File: src/rtl/core/fcg_pkg.sv
package fcg_pkg;

    // Widths of the configuration port and of the item fields.
    localparam int CFG_DIM_W  = 13;
    localparam int CFG_IDX_W  = 2;
    localparam int CFG_DATA_W = 20;
    localparam int PIXEL_W    = 16;
    localparam int COORD_W    = 20;
    localparam int OFFSET_W   = 21;
    localparam int STATUS_W   = 2;

    localparam logic [COORD_W-1:0] COORD_MAX = {COORD_W{1'b1}};

    // Defaults for the top level parameters.
    localparam int MAX_DIM_DEF    = 4096;
    localparam int PIXEL_BITS_DEF = 16;
    localparam int FRAC_BITS_DEF  = 8;

    // Frames narrower or shorter than this get no centroid.
    localparam int MIN_DIM = 3;

    // Reset values of the configuration registers.
    localparam logic [CFG_DIM_W-1:0] WIDTH_RST  = CFG_DIM_W'(640);
    localparam logic [CFG_DIM_W-1:0] HEIGHT_RST = CFG_DIM_W'(480);

    // Depth of the queue between front and back.
    localparam int QUEUE_DEPTH = 2;
    localparam int QPTR_W      = (QUEUE_DEPTH > 1) ? $clog2(QUEUE_DEPTH) : 1;
    localparam int QCNT_W      = $clog2(QUEUE_DEPTH + 1);

    // Configuration register indexes.
    typedef enum logic [CFG_IDX_W-1:0] {
        REG_FRAME_WIDTH  = 2'd0,
        REG_FRAME_HEIGHT = 2'd1,
        REG_REF_X        = 2'd2,
        REG_REF_Y        = 2'd3
    } cfg_reg_t;

    // Result status codes.
    localparam logic [STATUS_W-1:0] STATUS_OK    = 2'd0;
    localparam logic [STATUS_W-1:0] STATUS_SMALL = 2'd1;
    localparam logic [STATUS_W-1:0] STATUS_ZERO  = 2'd2;

    // Occupancy report of the frame queue.
    typedef struct packed {
        logic              empty;
        logic [QCNT_W-1:0] count;
    } q_status_t;

endpackage

File: src/rtl/core/frame_centroid_guide_offset.sv
// Intensity-weighted frame centroid with guide offsets.
// Pixels are taken at one per cycle while in_stall is low; a result follows the
// last pixel of a frame through the one-bit-per-cycle divider in the back end,
// which holds one frame at a time. Frames that come faster than the divider
// drains them fill the two-entry frame queue and then stall input.
// Reset (rst_n low, asynchronous) clears sums, positions and queue, and loads
// frame size 640 by 480 and reference 0, 0.
module frame_centroid_guide_offset
    import fcg_pkg::*;
#(
    parameter int MAX_DIM    = MAX_DIM_DEF,
    parameter int PIXEL_BITS = PIXEL_BITS_DEF,
    parameter int FRAC_BITS  = FRAC_BITS_DEF
)
(
    input  logic                       clk,
    input  logic                       rst_n,
    input  logic                       in_valid,
    output logic                       in_stall,
    input  logic [PIXEL_W-1:0]         pixel,
    output logic                       out_valid,
    input  logic                       out_stall,
    output logic [COORD_W-1:0]         center_x,
    output logic [COORD_W-1:0]         center_y,
    output logic signed [OFFSET_W-1:0] offset_x,
    output logic signed [OFFSET_W-1:0] offset_y,
    output logic [STATUS_W-1:0]        status,
    input  logic                       cfg_we,
    input  logic [CFG_IDX_W-1:0]       cfg_index,
    input  logic [CFG_DATA_W-1:0]      cfg_data
);

    localparam int DIM_BITS = $clog2(MAX_DIM);
    localparam int PIX_W    = (PIXEL_BITS < PIXEL_W) ? PIXEL_BITS : PIXEL_W;
    localparam int SUM_W    = PIX_W + 2 * DIM_BITS;
    localparam int MOM_W    = SUM_W + DIM_BITS;
    localparam int ENTRY_W  = 1 + SUM_W + 2 * MOM_W;

    logic [CFG_DIM_W-1:0] width_reg;
    logic [CFG_DIM_W-1:0] height_reg;
    logic [COORD_W-1:0]   ref_x_reg;
    logic [COORD_W-1:0]   ref_y_reg;
    logic                 cfg_clear;

    q_status_t            q_stat;
    logic                 q_push;
    logic                 q_pop;
    logic [ENTRY_W-1:0]   q_wdata;
    logic [ENTRY_W-1:0]   q_rdata;

    // Configuration registers; a size write restarts the frame.
    assign cfg_clear = cfg_we && ((cfg_reg_t'(cfg_index) == REG_FRAME_WIDTH) ||
                                  (cfg_reg_t'(cfg_index) == REG_FRAME_HEIGHT));

    always_ff @(posedge clk or negedge rst_n)
    begin
        if (!rst_n)
        begin
            width_reg  <= WIDTH_RST;
            height_reg <= HEIGHT_RST;
            ref_x_reg  <= '0;
            ref_y_reg  <= '0;
        end
        else if (cfg_we)
        begin
            case (cfg_reg_t'(cfg_index))
                REG_FRAME_WIDTH:  width_reg  <= cfg_data[CFG_DIM_W-1:0];
                REG_FRAME_HEIGHT: height_reg <= cfg_data[CFG_DIM_W-1:0];
                REG_REF_X:        ref_x_reg  <= cfg_data[COORD_W-1:0];
                REG_REF_Y:        ref_y_reg  <= cfg_data[COORD_W-1:0];
                default:
                begin
                end
            endcase
        end
    end

    // Front end: pixel intake and moment sums.
    fcg_front #(
        .MAX_DIM    (MAX_DIM),
        .PIXEL_BITS (PIXEL_BITS),
        .SUM_W      (SUM_W),
        .MOM_W      (MOM_W)
    ) u_front (
        .clk          (clk),
        .rst_n        (rst_n),
        .in_valid     (in_valid),
        .in_stall     (in_stall),
        .pixel        (pixel),
        .frame_width  (width_reg),
        .frame_height (height_reg),
        .cfg_clear    (cfg_clear),
        .q_stat       (q_stat),
        .q_push       (q_push),
        .q_data       (q_wdata)
    );

    // Finished frame sums waiting for the divider.
    fcg_queue #(
        .DATA_W (ENTRY_W)
    ) u_queue (
        .clk       (clk),
        .rst_n     (rst_n),
        .push      (q_push),
        .push_data (q_wdata),
        .pop       (q_pop),
        .pop_data  (q_rdata),
        .stat      (q_stat)
    );

    // Back end: division and result register.
    fcg_back #(
        .SUM_W     (SUM_W),
        .MOM_W     (MOM_W),
        .FRAC_BITS (FRAC_BITS)
    ) u_back (
        .clk       (clk),
        .rst_n     (rst_n),
        .q_stat    (q_stat),
        .q_data    (q_rdata),
        .q_pop     (q_pop),
        .ref_x     (ref_x_reg),
        .ref_y     (ref_y_reg),
        .out_valid (out_valid),
        .out_stall (out_stall),
        .center_x  (center_x),
        .center_y  (center_y),
        .offset_x  (offset_x),
        .offset_y  (offset_y),
        .status    (status)
    );

    // A frame end never arrives at a full queue.
    a_no_overflow: assert property (@(posedge clk) disable iff (!rst_n)
        q_push |-> (q_stat.count < QCNT_W'(QUEUE_DEPTH)))
        else $error("frame queue overflow");

    // Input is held off whenever the queue is full.
    a_full_stalls: assert property (@(posedge clk) disable iff (!rst_n)
        (q_stat.count == QCNT_W'(QUEUE_DEPTH)) |-> in_stall)
        else $error("input accepted with full frame queue");

    // A result without a centroid carries zero fields.
    a_bad_zero: assert property (@(posedge clk) disable iff (!rst_n)
        (out_valid && (status != STATUS_OK)) |->
            ((center_x == '0) && (center_y == '0) &&
             (offset_x == '0) && (offset_y == '0)))
        else $error("nonzero fields on a failed frame");

    // The queue is only drained when it holds something.
    a_pop_nonempty: assert property (@(posedge clk) disable iff (!rst_n)
        q_pop |-> !q_stat.empty)
        else $error("pop from empty frame queue");

endmodule

File: src/rtl/core/fcg_front.sv
module fcg_front
    import fcg_pkg::*;
#(
    parameter int MAX_DIM    = MAX_DIM_DEF,
    parameter int PIXEL_BITS = PIXEL_BITS_DEF,
    parameter int SUM_W      = 40,
    parameter int MOM_W      = 52
)
(
    input  logic                          clk,
    input  logic                          rst_n,
    input  logic                          in_valid,
    output logic                          in_stall,
    input  logic [PIXEL_W-1:0]            pixel,
    input  logic [CFG_DIM_W-1:0]          frame_width,
    input  logic [CFG_DIM_W-1:0]          frame_height,
    input  logic                          cfg_clear,
    input  q_status_t                     q_stat,
    output logic                          q_push,
    output logic [1+SUM_W+2*MOM_W-1:0]    q_data
);

    localparam int DIM_BITS = $clog2(MAX_DIM);
    localparam int PIX_W    = (PIXEL_BITS < PIXEL_W) ? PIXEL_BITS : PIXEL_W;
    localparam int PROD_W   = PIX_W + DIM_BITS;
    localparam int EFF_W    = (DIM_BITS + 1 > CFG_DIM_W) ? DIM_BITS + 1 : CFG_DIM_W;

    logic [EFF_W-1:0]    w_eff;
    logic [EFF_W-1:0]    h_eff;
    logic                small_frame;
    logic                in_accept;
    logic                col_last;
    logic                row_last;
    logic [QCNT_W:0]     need;

    logic [DIM_BITS-1:0] col_reg;
    logic [DIM_BITS-1:0] col_next;
    logic [DIM_BITS-1:0] row_reg;
    logic [DIM_BITS-1:0] row_next;

    logic                s1_valid_reg;
    logic                s1_last_reg;
    logic [PIX_W-1:0]    s1_pix_reg;
    logic [PROD_W-1:0]   s1_px_reg;
    logic [PROD_W-1:0]   s1_py_reg;

    logic [SUM_W-1:0]    sum_reg;
    logic [SUM_W-1:0]    sum_next;
    logic [MOM_W-1:0]    mx_reg;
    logic [MOM_W-1:0]    mx_next;
    logic [MOM_W-1:0]    my_reg;
    logic [MOM_W-1:0]    my_next;

    // Effective frame size: zero acts as one, oversize clamps to the maximum.
    always_comb
    begin
        if (frame_width == '0)
            w_eff = EFF_W'(1);
        else if (EFF_W'(frame_width) > EFF_W'(MAX_DIM))
            w_eff = EFF_W'(MAX_DIM);
        else
            w_eff = EFF_W'(frame_width);

        if (frame_height == '0)
            h_eff = EFF_W'(1);
        else if (EFF_W'(frame_height) > EFF_W'(MAX_DIM))
            h_eff = EFF_W'(MAX_DIM);
        else
            h_eff = EFF_W'(frame_height);
    end

    assign small_frame = (w_eff < EFF_W'(MIN_DIM)) || (h_eff < EFF_W'(MIN_DIM));

    // Hold off input unless the queue has room for every frame end in flight.
    assign need     = (QCNT_W+1)'(q_stat.count) + (QCNT_W+1)'(s1_valid_reg && s1_last_reg);
    assign in_stall = (need >= (QCNT_W+1)'(QUEUE_DEPTH));
    assign in_accept = in_valid && !in_stall;

    // Raster position of the accepted pixel.
    assign col_last = ((EFF_W'(col_reg) + EFF_W'(1)) >= w_eff);
    assign row_last = ((EFF_W'(row_reg) + EFF_W'(1)) >= h_eff);

    always_comb
    begin
        col_next = col_reg;
        row_next = row_reg;
        if (in_accept)
        begin
            if (col_last)
            begin
                col_next = '0;
                row_next = row_last ? '0 : row_reg + DIM_BITS'(1);
            end
            else
            begin
                col_next = col_reg + DIM_BITS'(1);
            end
        end
    end

    always_ff @(posedge clk or negedge rst_n)
    begin
        if (!rst_n)
        begin
            col_reg <= '0;
            row_reg <= '0;
        end
        else if (cfg_clear)
        begin
            col_reg <= '0;
            row_reg <= '0;
        end
        else
        begin
            col_reg <= col_next;
            row_reg <= row_next;
        end
    end

    // Product stage: pixel weighted by column and by row.
    always_ff @(posedge clk or negedge rst_n)
    begin
        if (!rst_n)
            s1_valid_reg <= 1'b0;
        else if (cfg_clear)
            s1_valid_reg <= 1'b0;
        else
            s1_valid_reg <= in_accept;
    end

    always_ff @(posedge clk)
    begin
        if (in_accept)
        begin
            s1_last_reg <= col_last && row_last;
            s1_pix_reg  <= pixel[PIX_W-1:0];
            s1_px_reg   <= PROD_W'(pixel[PIX_W-1:0]) * PROD_W'(col_reg);
            s1_py_reg   <= PROD_W'(pixel[PIX_W-1:0]) * PROD_W'(row_reg);
        end
    end

    // Accumulate; the last pixel of a frame sends the sums to the queue.
    assign sum_next = sum_reg + SUM_W'(s1_pix_reg);
    assign mx_next  = mx_reg + MOM_W'(s1_px_reg);
    assign my_next  = my_reg + MOM_W'(s1_py_reg);

    assign q_push = s1_valid_reg && s1_last_reg;
    assign q_data = {small_frame, sum_next, mx_next, my_next};

    always_ff @(posedge clk or negedge rst_n)
    begin
        if (!rst_n)
        begin
            sum_reg <= '0;
            mx_reg  <= '0;
            my_reg  <= '0;
        end
        else if (cfg_clear || q_push)
        begin
            sum_reg <= '0;
            mx_reg  <= '0;
            my_reg  <= '0;
        end
        else if (s1_valid_reg)
        begin
            sum_reg <= sum_next;
            mx_reg  <= mx_next;
            my_reg  <= my_next;
        end
    end

endmodule

File: src/rtl/core/fcg_queue.sv
module fcg_queue
    import fcg_pkg::*;
#(
    parameter int DATA_W = 145
)
(
    input  logic              clk,
    input  logic              rst_n,
    input  logic              push,
    input  logic [DATA_W-1:0] push_data,
    input  logic              pop,
    output logic [DATA_W-1:0] pop_data,
    output q_status_t         stat
);

    logic [DATA_W-1:0] entry_reg [QUEUE_DEPTH];
    logic [QPTR_W-1:0] wr_ptr_reg;
    logic [QPTR_W-1:0] rd_ptr_reg;
    logic [QCNT_W-1:0] count_reg;
    logic              do_pop;

    assign do_pop     = pop && (count_reg != '0);
    assign stat.empty = (count_reg == '0);
    assign stat.count = count_reg;
    assign pop_data   = entry_reg[rd_ptr_reg];

    // Entry storage.
    always_ff @(posedge clk)
    begin
        if (push)
            entry_reg[wr_ptr_reg] <= push_data;
    end

    // Pointers and fill count.
    always_ff @(posedge clk or negedge rst_n)
    begin
        if (!rst_n)
        begin
            wr_ptr_reg <= '0;
            rd_ptr_reg <= '0;
            count_reg  <= '0;
        end
        else
        begin
            if (push)
                wr_ptr_reg <= (wr_ptr_reg == QPTR_W'(QUEUE_DEPTH - 1)) ? '0
                                                                       : wr_ptr_reg + QPTR_W'(1);
            if (do_pop)
                rd_ptr_reg <= (rd_ptr_reg == QPTR_W'(QUEUE_DEPTH - 1)) ? '0
                                                                       : rd_ptr_reg + QPTR_W'(1);
            if (push && !do_pop)
                count_reg <= count_reg + QCNT_W'(1);
            else if (do_pop && !push)
                count_reg <= count_reg - QCNT_W'(1);
        end
    end

endmodule

File: src/rtl/core/fcg_back.sv
module fcg_back
    import fcg_pkg::*;
#(
    parameter int SUM_W     = 40,
    parameter int MOM_W     = 52,
    parameter int FRAC_BITS = FRAC_BITS_DEF
)
(
    input  logic                       clk,
    input  logic                       rst_n,
    input  q_status_t                  q_stat,
    input  logic [1+SUM_W+2*MOM_W-1:0] q_data,
    output logic                       q_pop,
    input  logic [COORD_W-1:0]         ref_x,
    input  logic [COORD_W-1:0]         ref_y,
    output logic                       out_valid,
    input  logic                       out_stall,
    output logic [COORD_W-1:0]         center_x,
    output logic [COORD_W-1:0]         center_y,
    output logic signed [OFFSET_W-1:0] offset_x,
    output logic signed [OFFSET_W-1:0] offset_y,
    output logic [STATUS_W-1:0]        status
);

    localparam int NUM_W = MOM_W + FRAC_BITS;
    localparam int CNT_W = $clog2(NUM_W);
    localparam int QX_W  = (NUM_W > COORD_W) ? NUM_W : COORD_W;

    typedef enum logic [3:0] {
        ST_IDLE = 4'b0001,
        ST_DIV  = 4'b0010,
        ST_FIN  = 4'b0100,
        ST_DONE = 4'b1000
    } back_state_t;

    back_state_t        state_reg;
    back_state_t        state_next;

    logic               e_small;
    logic [SUM_W-1:0]   e_sum;
    logic [MOM_W-1:0]   e_mx;
    logic [MOM_W-1:0]   e_my;

    logic [SUM_W-1:0]   den_reg;
    logic [NUM_W-1:0]   qx_reg;
    logic [NUM_W-1:0]   qy_reg;
    logic [SUM_W-1:0]   rx_reg;
    logic [SUM_W-1:0]   ry_reg;
    logic [CNT_W-1:0]   cnt_reg;

    logic [SUM_W:0]     tx;
    logic [SUM_W:0]     ty;
    logic               gex;
    logic               gey;
    logic [QX_W-1:0]    qx_ext;
    logic [QX_W-1:0]    qy_ext;
    logic [COORD_W-1:0] cx_sat;
    logic [COORD_W-1:0] cy_sat;

    logic [COORD_W-1:0]         cx_reg;
    logic [COORD_W-1:0]         cy_reg;
    logic signed [OFFSET_W-1:0] ox_reg;
    logic signed [OFFSET_W-1:0] oy_reg;
    logic [STATUS_W-1:0]        status_reg;

    assign {e_small, e_sum, e_mx, e_my} = q_data;

    // One restoring step per cycle on both lanes; quotient bits shift in
    // at the bottom of the numerator register.
    assign tx  = {rx_reg, qx_reg[NUM_W-1]};
    assign ty  = {ry_reg, qy_reg[NUM_W-1]};
    assign gex = (tx >= {1'b0, den_reg});
    assign gey = (ty >= {1'b0, den_reg});

    // Clamp the quotient to the coordinate range.
    assign qx_ext = QX_W'(qx_reg);
    assign qy_ext = QX_W'(qy_reg);
    assign cx_sat = (qx_ext > QX_W'(COORD_MAX)) ? COORD_MAX : qx_ext[COORD_W-1:0];
    assign cy_sat = (qy_ext > QX_W'(COORD_MAX)) ? COORD_MAX : qy_ext[COORD_W-1:0];

    // Sequencer: take a frame, divide unless it is small or its sum is zero, present the result.
    always_comb
    begin
        state_next = state_reg;
        q_pop      = 1'b0;
        case (state_reg)
            ST_IDLE:
            begin
                if (!q_stat.empty)
                begin
                    q_pop = 1'b1;
                    if (e_small || (e_sum == '0))
                        state_next = ST_DONE;
                    else
                        state_next = ST_DIV;
                end
            end
            ST_DIV:
            begin
                if (cnt_reg == CNT_W'(NUM_W - 1))
                    state_next = ST_FIN;
            end
            ST_FIN:
            begin
                state_next = ST_DONE;
            end
            ST_DONE:
            begin
                if (!out_stall)
                    state_next = ST_IDLE;
            end
            default:
            begin
                state_next = ST_IDLE;
            end
        endcase
    end

    always_ff @(posedge clk or negedge rst_n)
    begin
        if (!rst_n)
            state_reg <= ST_IDLE;
        else
            state_reg <= state_next;
    end

    // Divider datapath and result registers.
    always_ff @(posedge clk)
    begin
        case (state_reg)
            ST_IDLE:
            begin
                if (!q_stat.empty)
                begin
                    den_reg <= e_sum;
                    qx_reg  <= NUM_W'(e_mx) << FRAC_BITS;
                    qy_reg  <= NUM_W'(e_my) << FRAC_BITS;
                    rx_reg  <= '0;
                    ry_reg  <= '0;
                    cnt_reg <= '0;
                    cx_reg  <= '0;
                    cy_reg  <= '0;
                    ox_reg  <= '0;
                    oy_reg  <= '0;
                    if (e_small)
                        status_reg <= STATUS_SMALL;
                    else if (e_sum == '0)
                        status_reg <= STATUS_ZERO;
                    else
                        status_reg <= STATUS_OK;
                end
            end
            ST_DIV:
            begin
                rx_reg  <= gex ? SUM_W'(tx - {1'b0, den_reg}) : tx[SUM_W-1:0];
                ry_reg  <= gey ? SUM_W'(ty - {1'b0, den_reg}) : ty[SUM_W-1:0];
                qx_reg  <= {qx_reg[NUM_W-2:0], gex};
                qy_reg  <= {qy_reg[NUM_W-2:0], gey};
                cnt_reg <= cnt_reg + CNT_W'(1);
            end
            ST_FIN:
            begin
                cx_reg <= cx_sat;
                cy_reg <= cy_sat;
                ox_reg <= OFFSET_W'({1'b0, ref_x}) - OFFSET_W'({1'b0, cx_sat});
                oy_reg <= OFFSET_W'({1'b0, ref_y}) - OFFSET_W'({1'b0, cy_sat});
            end
            default:
            begin
            end
        endcase
    end

    assign out_valid = (state_reg == ST_DONE);
    assign center_x  = cx_reg;
    assign center_y  = cy_reg;
    assign offset_x  = ox_reg;
    assign offset_y  = oy_reg;
    assign status    = status_reg;

endmodule
File: config.mk
export PLATFORM = sky130hd
export DESIGN_NAME = frame_centroid_guide_offset
export DESIGN_NICKNAME = d
export VERILOG_FILES = /design/src/rtl/core/fcg_pkg.sv /design/src/rtl/core/frame_centroid_guide_offset.sv /design/src/rtl/core/fcg_front.sv /design/src/rtl/core/fcg_queue.sv /design/src/rtl/core/fcg_back.sv
export SDC_FILE = /design/constraint.sdc
export NUM_CORES = 2
export LEC_CHECK = 0
export ABC_AREA = 1
export BUFFER_PORTS_ARGS = -buffer_cell sky130_fd_sc_hd__buf_2
export CORE_UTILIZATION = 40
export DETAILED_ROUTE_END_ITERATION = 10
export PLACE_DENSITY = 0.58
export SKIP_LAST_GASP = 1
export SLEW_MARGIN = 20
export SYNTH_ARGS = -nofsm -noshare
export SYNTH_HDL_FRONTEND = slang
export SYNTH_SLANG_ARGS = --single-unit
File: constraint.sdc
create_clock -name clk -period 8.5 [get_ports clk]
set_input_delay 0.425 -clock clk [delete_from_list [all_inputs] [get_ports clk]]
set_output_delay 0.425 -clock clk [all_outputs]
set_load 0.03 [all_outputs]
==> metrics.yaml <==
drt:
  drt_wl_total_um: 192000
  first_pass_iters: 6
  ant_nets: 0
  vias: 53908
  vias_per_cell: 5.02
  drcViolationCount: 0
  wl_per_cell_um: 17.9
  first_iter_violations: 4422
cells_and_area:
  largest_reg_flops: 290
  n_antenna_cell: 0
  fin_nets: 9136
  fin_cells: 10733
  fin_area_um2: 72800
  fillers: 16586
  area_delta_synth_final_pct: 9.74
  final_util_pct: 44.2
  drive_gt1_share_pct: 5.24
pwr:
  power.leakage_nw: 36.4
  internal_power_mw: 14.5
  power.share.switching_pct: 48.5
  p_per_area_nw_per_um2: 385
  p_switching_mw: 13.6
  p_clk_share_pct: 17.0
  ir_drop_mv: 0.399
  power_frac_seq_pct: 29.4
  pwr-share-comb_pct: 53.6
outcome:
  outcome: "complete, no violations"
critical_path:
  end_kind: "flop"
  r2r-start: "u_front.col_reg[5]"
  crit_path_start: "u_front.col_reg[5]"
  crit_path_end: "u_front.s1_px_reg[23]"
  path_max_fanout: 19
  ff2ff_setup_slack_ns: 2.94
  cp.required_ns: 8.97
  worst_r2r_path_depth: 17
  crit_path_start_kind: "flop"
  critical_path_class: "flop to flop"
  arrival_ns: 6.03
  rr_endpoint: "u_front.s1_px_reg[23]"
global_routing:
  grt_busiest_layer: "met2"
  antenna_found_initial: 6
  met2_usage_pct: 35.6
  globalRouteMet1Util_pct: 33.8
  overflow: 0
  grt_first_pass_wirelength_um: 301000
  track_usage_pct: 22.9
  met3_usage_pct: 2.45
  grt_pass1_vias: 52267
  grt_max_degree: 154
synth:
  synth_edf_count: 693
  synth_seq_area_share_pct: 40.5
  synth-main-ff-cell: "edfxtp_1"
  yosysUniqueCellTypes: 53
  synth.most_common_cell: "nand2_1"
  yosys.area.top_type_share_pct: 31.4
  synth_area_per_cell_um2: 7.90
  syn_inst: 8405
  synth_warnings: 0
  async_flop_share_pct: 26.0
  ys_seq_elements: 936
  syn_nets: 9089
  synth_area_leaders: "edfxtp_1 31%, nand2_1 15%, dfrtp_1 8.9%"
  yosys.area.top_type: "edfxtp_1"
  synth_common_cells: "2736 x nand2_1, 1483 x inv_1, 717 x nor2_1"
  synth_area_um2: 66400
clock_network:
  cts_tree: "done"
  h-tree-depth: 3
  clk_latency_ns: 0.78
  cts_setup_buffers: 0
  cts.path.max_buffers: 3
  clkSlewWorstSetupHoldPaths_ns: 0.06
  cts-root-buf: "clkbuf_16"
  cts-buffers-inserted: 106
  cts.sinks: 936
min_path:
  hp-class: "input port to async pin"
sta:
  maxSlewHeadroom_pct: 26.0
  final-hold-violation-count: 0
  setup_tns_ns: 0
  fmax_mhz: 180
  tightest_slew_ns: 1.10
  skew_ns: 0.0610
  final_max_slew_viol_count: 0
  finalSetupViolCount: 0
  grt_setup_unrepaired: "false"
  period_needed_ns: 5.56
  period_share_pct: 65.4
floorplan:
  fp.dieH_um: 409
  dieArea_um2: 168000
  initial_core_util_pct: 40.3
  core_area_um2: 165000
  num_rows: 149
  pin_count: 129
  die_w_um: 409
placement:
  dpl_cell_area_um2: 69100
  dp_hpwl_um: 146000
  gp_congestion: 0.950
  io_buffer_count: 128
  place_inst: 10523
run:
  maxCapViolCount: 0
## cells by family after synthesis
logic type	Yosys count	share of synthesized area, %
AO/OA/AOI/OAI	813	6.68
XOR/XNOR	167	2.20
adder cells (fa/ha/maj)	641	15.3
buffers and inverters	1725	9.97
flip-flops	936	40.5
AND/OR/NAND/NOR	4123	25.3
## cell usage in the layout, fill, tap and decap left out, types with 25 or more instances in the layout
cell,netlist,routed
nand2_1,2736,2734
inv_1,1483,1480
nor2_1,717,714
edfxtp_1,693,693
ha_1,354,354
o21ai_0,348,348
nand3_1,321,321
fa_1,287,287
a21oi_1,254,253
dfrtp_1,236,235
buf_2,29,127
a31oi_1,110,110
xor2_1,106,106
clkbuf_16,0,106
nor3_1,77,76
xnor2_1,61,61
and2_1,58,58
nand4_1,57,57
nor4_1,37,37
nand3b_1,28,28
clkinv_2,0,27
a21o_1,26,26
nor2_2,25,25
## layer usage
| metal | wire, um | vias to the layer above |
|---|---|---|
| li1 | - | 26525 |
| met1 | 93000 | 25799 |
| met2 | 84500 | 1341 |
| met3 | 10000 | 237 |
| met4 | 4360 | 6 |
| met5 | 42 | - |
## power by group through the flow
stage / Combinational, mW / Clock, mW / Sequential, mW
floorplan: 10.4 / 0 / 8.36
global placement: 14.9 / 0 / 8.30
detailed placement: 15.0 / 0 / 8.32
CTS: 15.1 / 4.87 / 8.25
global route: 17.0 / 5.03 / 8.38
finish: 15.0 / 4.76 / 8.24
## stage by stage
stage | total power [mW] | setup WS (ns) | hold WS, ns
final | 28.0 | 2.94 | 0.180
after floorplan | 18.8 | 0.144 | 0.129
after global routing | 30.4 | 2.62 | 0.171
after CTS | 28.2 | 2.93 | 0.112
after detailed placement | 23.3 | 2.88 | 0.383
after global placement | 23.2 | 2.92 | 0.383
## worst min-delay path by stage
stage,from,endpoint,slack [ns]
6_report,rst_n,ref_y_reg[13],0.18
5_1_grt,cfg_index[1],u_front.s1_valid_reg,0.17
4_1_cts,cfg_index[1],u_front.s1_valid_reg,0.11
3_5_place_dp,rst_n,ref_y_reg[12],0.38
3_3_place_gp,rst_n,ref_y_reg[12],0.38
2_1_floorplan,rst_n,height_reg[0],0.13
## final cells by class
type / instances / area [um^2] / area share, %
inverters: 1501 / 5640 / 7.75
repair buffers: 163 / 998 / 1.37
clock buffers: 124 / 2780 / 3.82
multi-input cells: 5744 / 32900 / 45.2
clock inverters: 76 / 850 / 1.17
well taps: 2189 / 2740 / 3.76
flip-flops and latches: 936 / 26900 / 36.9
## critical path: stages, from the launching register on
cell,delay (ns)
dfrtp_1,0.92
nand2_1,0.18
fa_1,0.56
inv_1,0.05
fa_1,0.51
fa_1,0.44
fa_1,0.55
inv_1,0.06
fa_1,0.57
inv_1,0.06
ha_1,0.36
nand2_1,0.14
inv_1,0.06
a21oi_1,0.21
o21ai_0,0.14
a21oi_1,0.23
o21bai_1,0.11
xor2_1,0.14
## repair_timing
action	in CTS	in global routing
hold buffers	9	0
resized for setup	0	0
hold endpoints to repair	68	0
setup endpoints to repair	0	0
No activity file was read; power rests on OpenSTA's default activity.
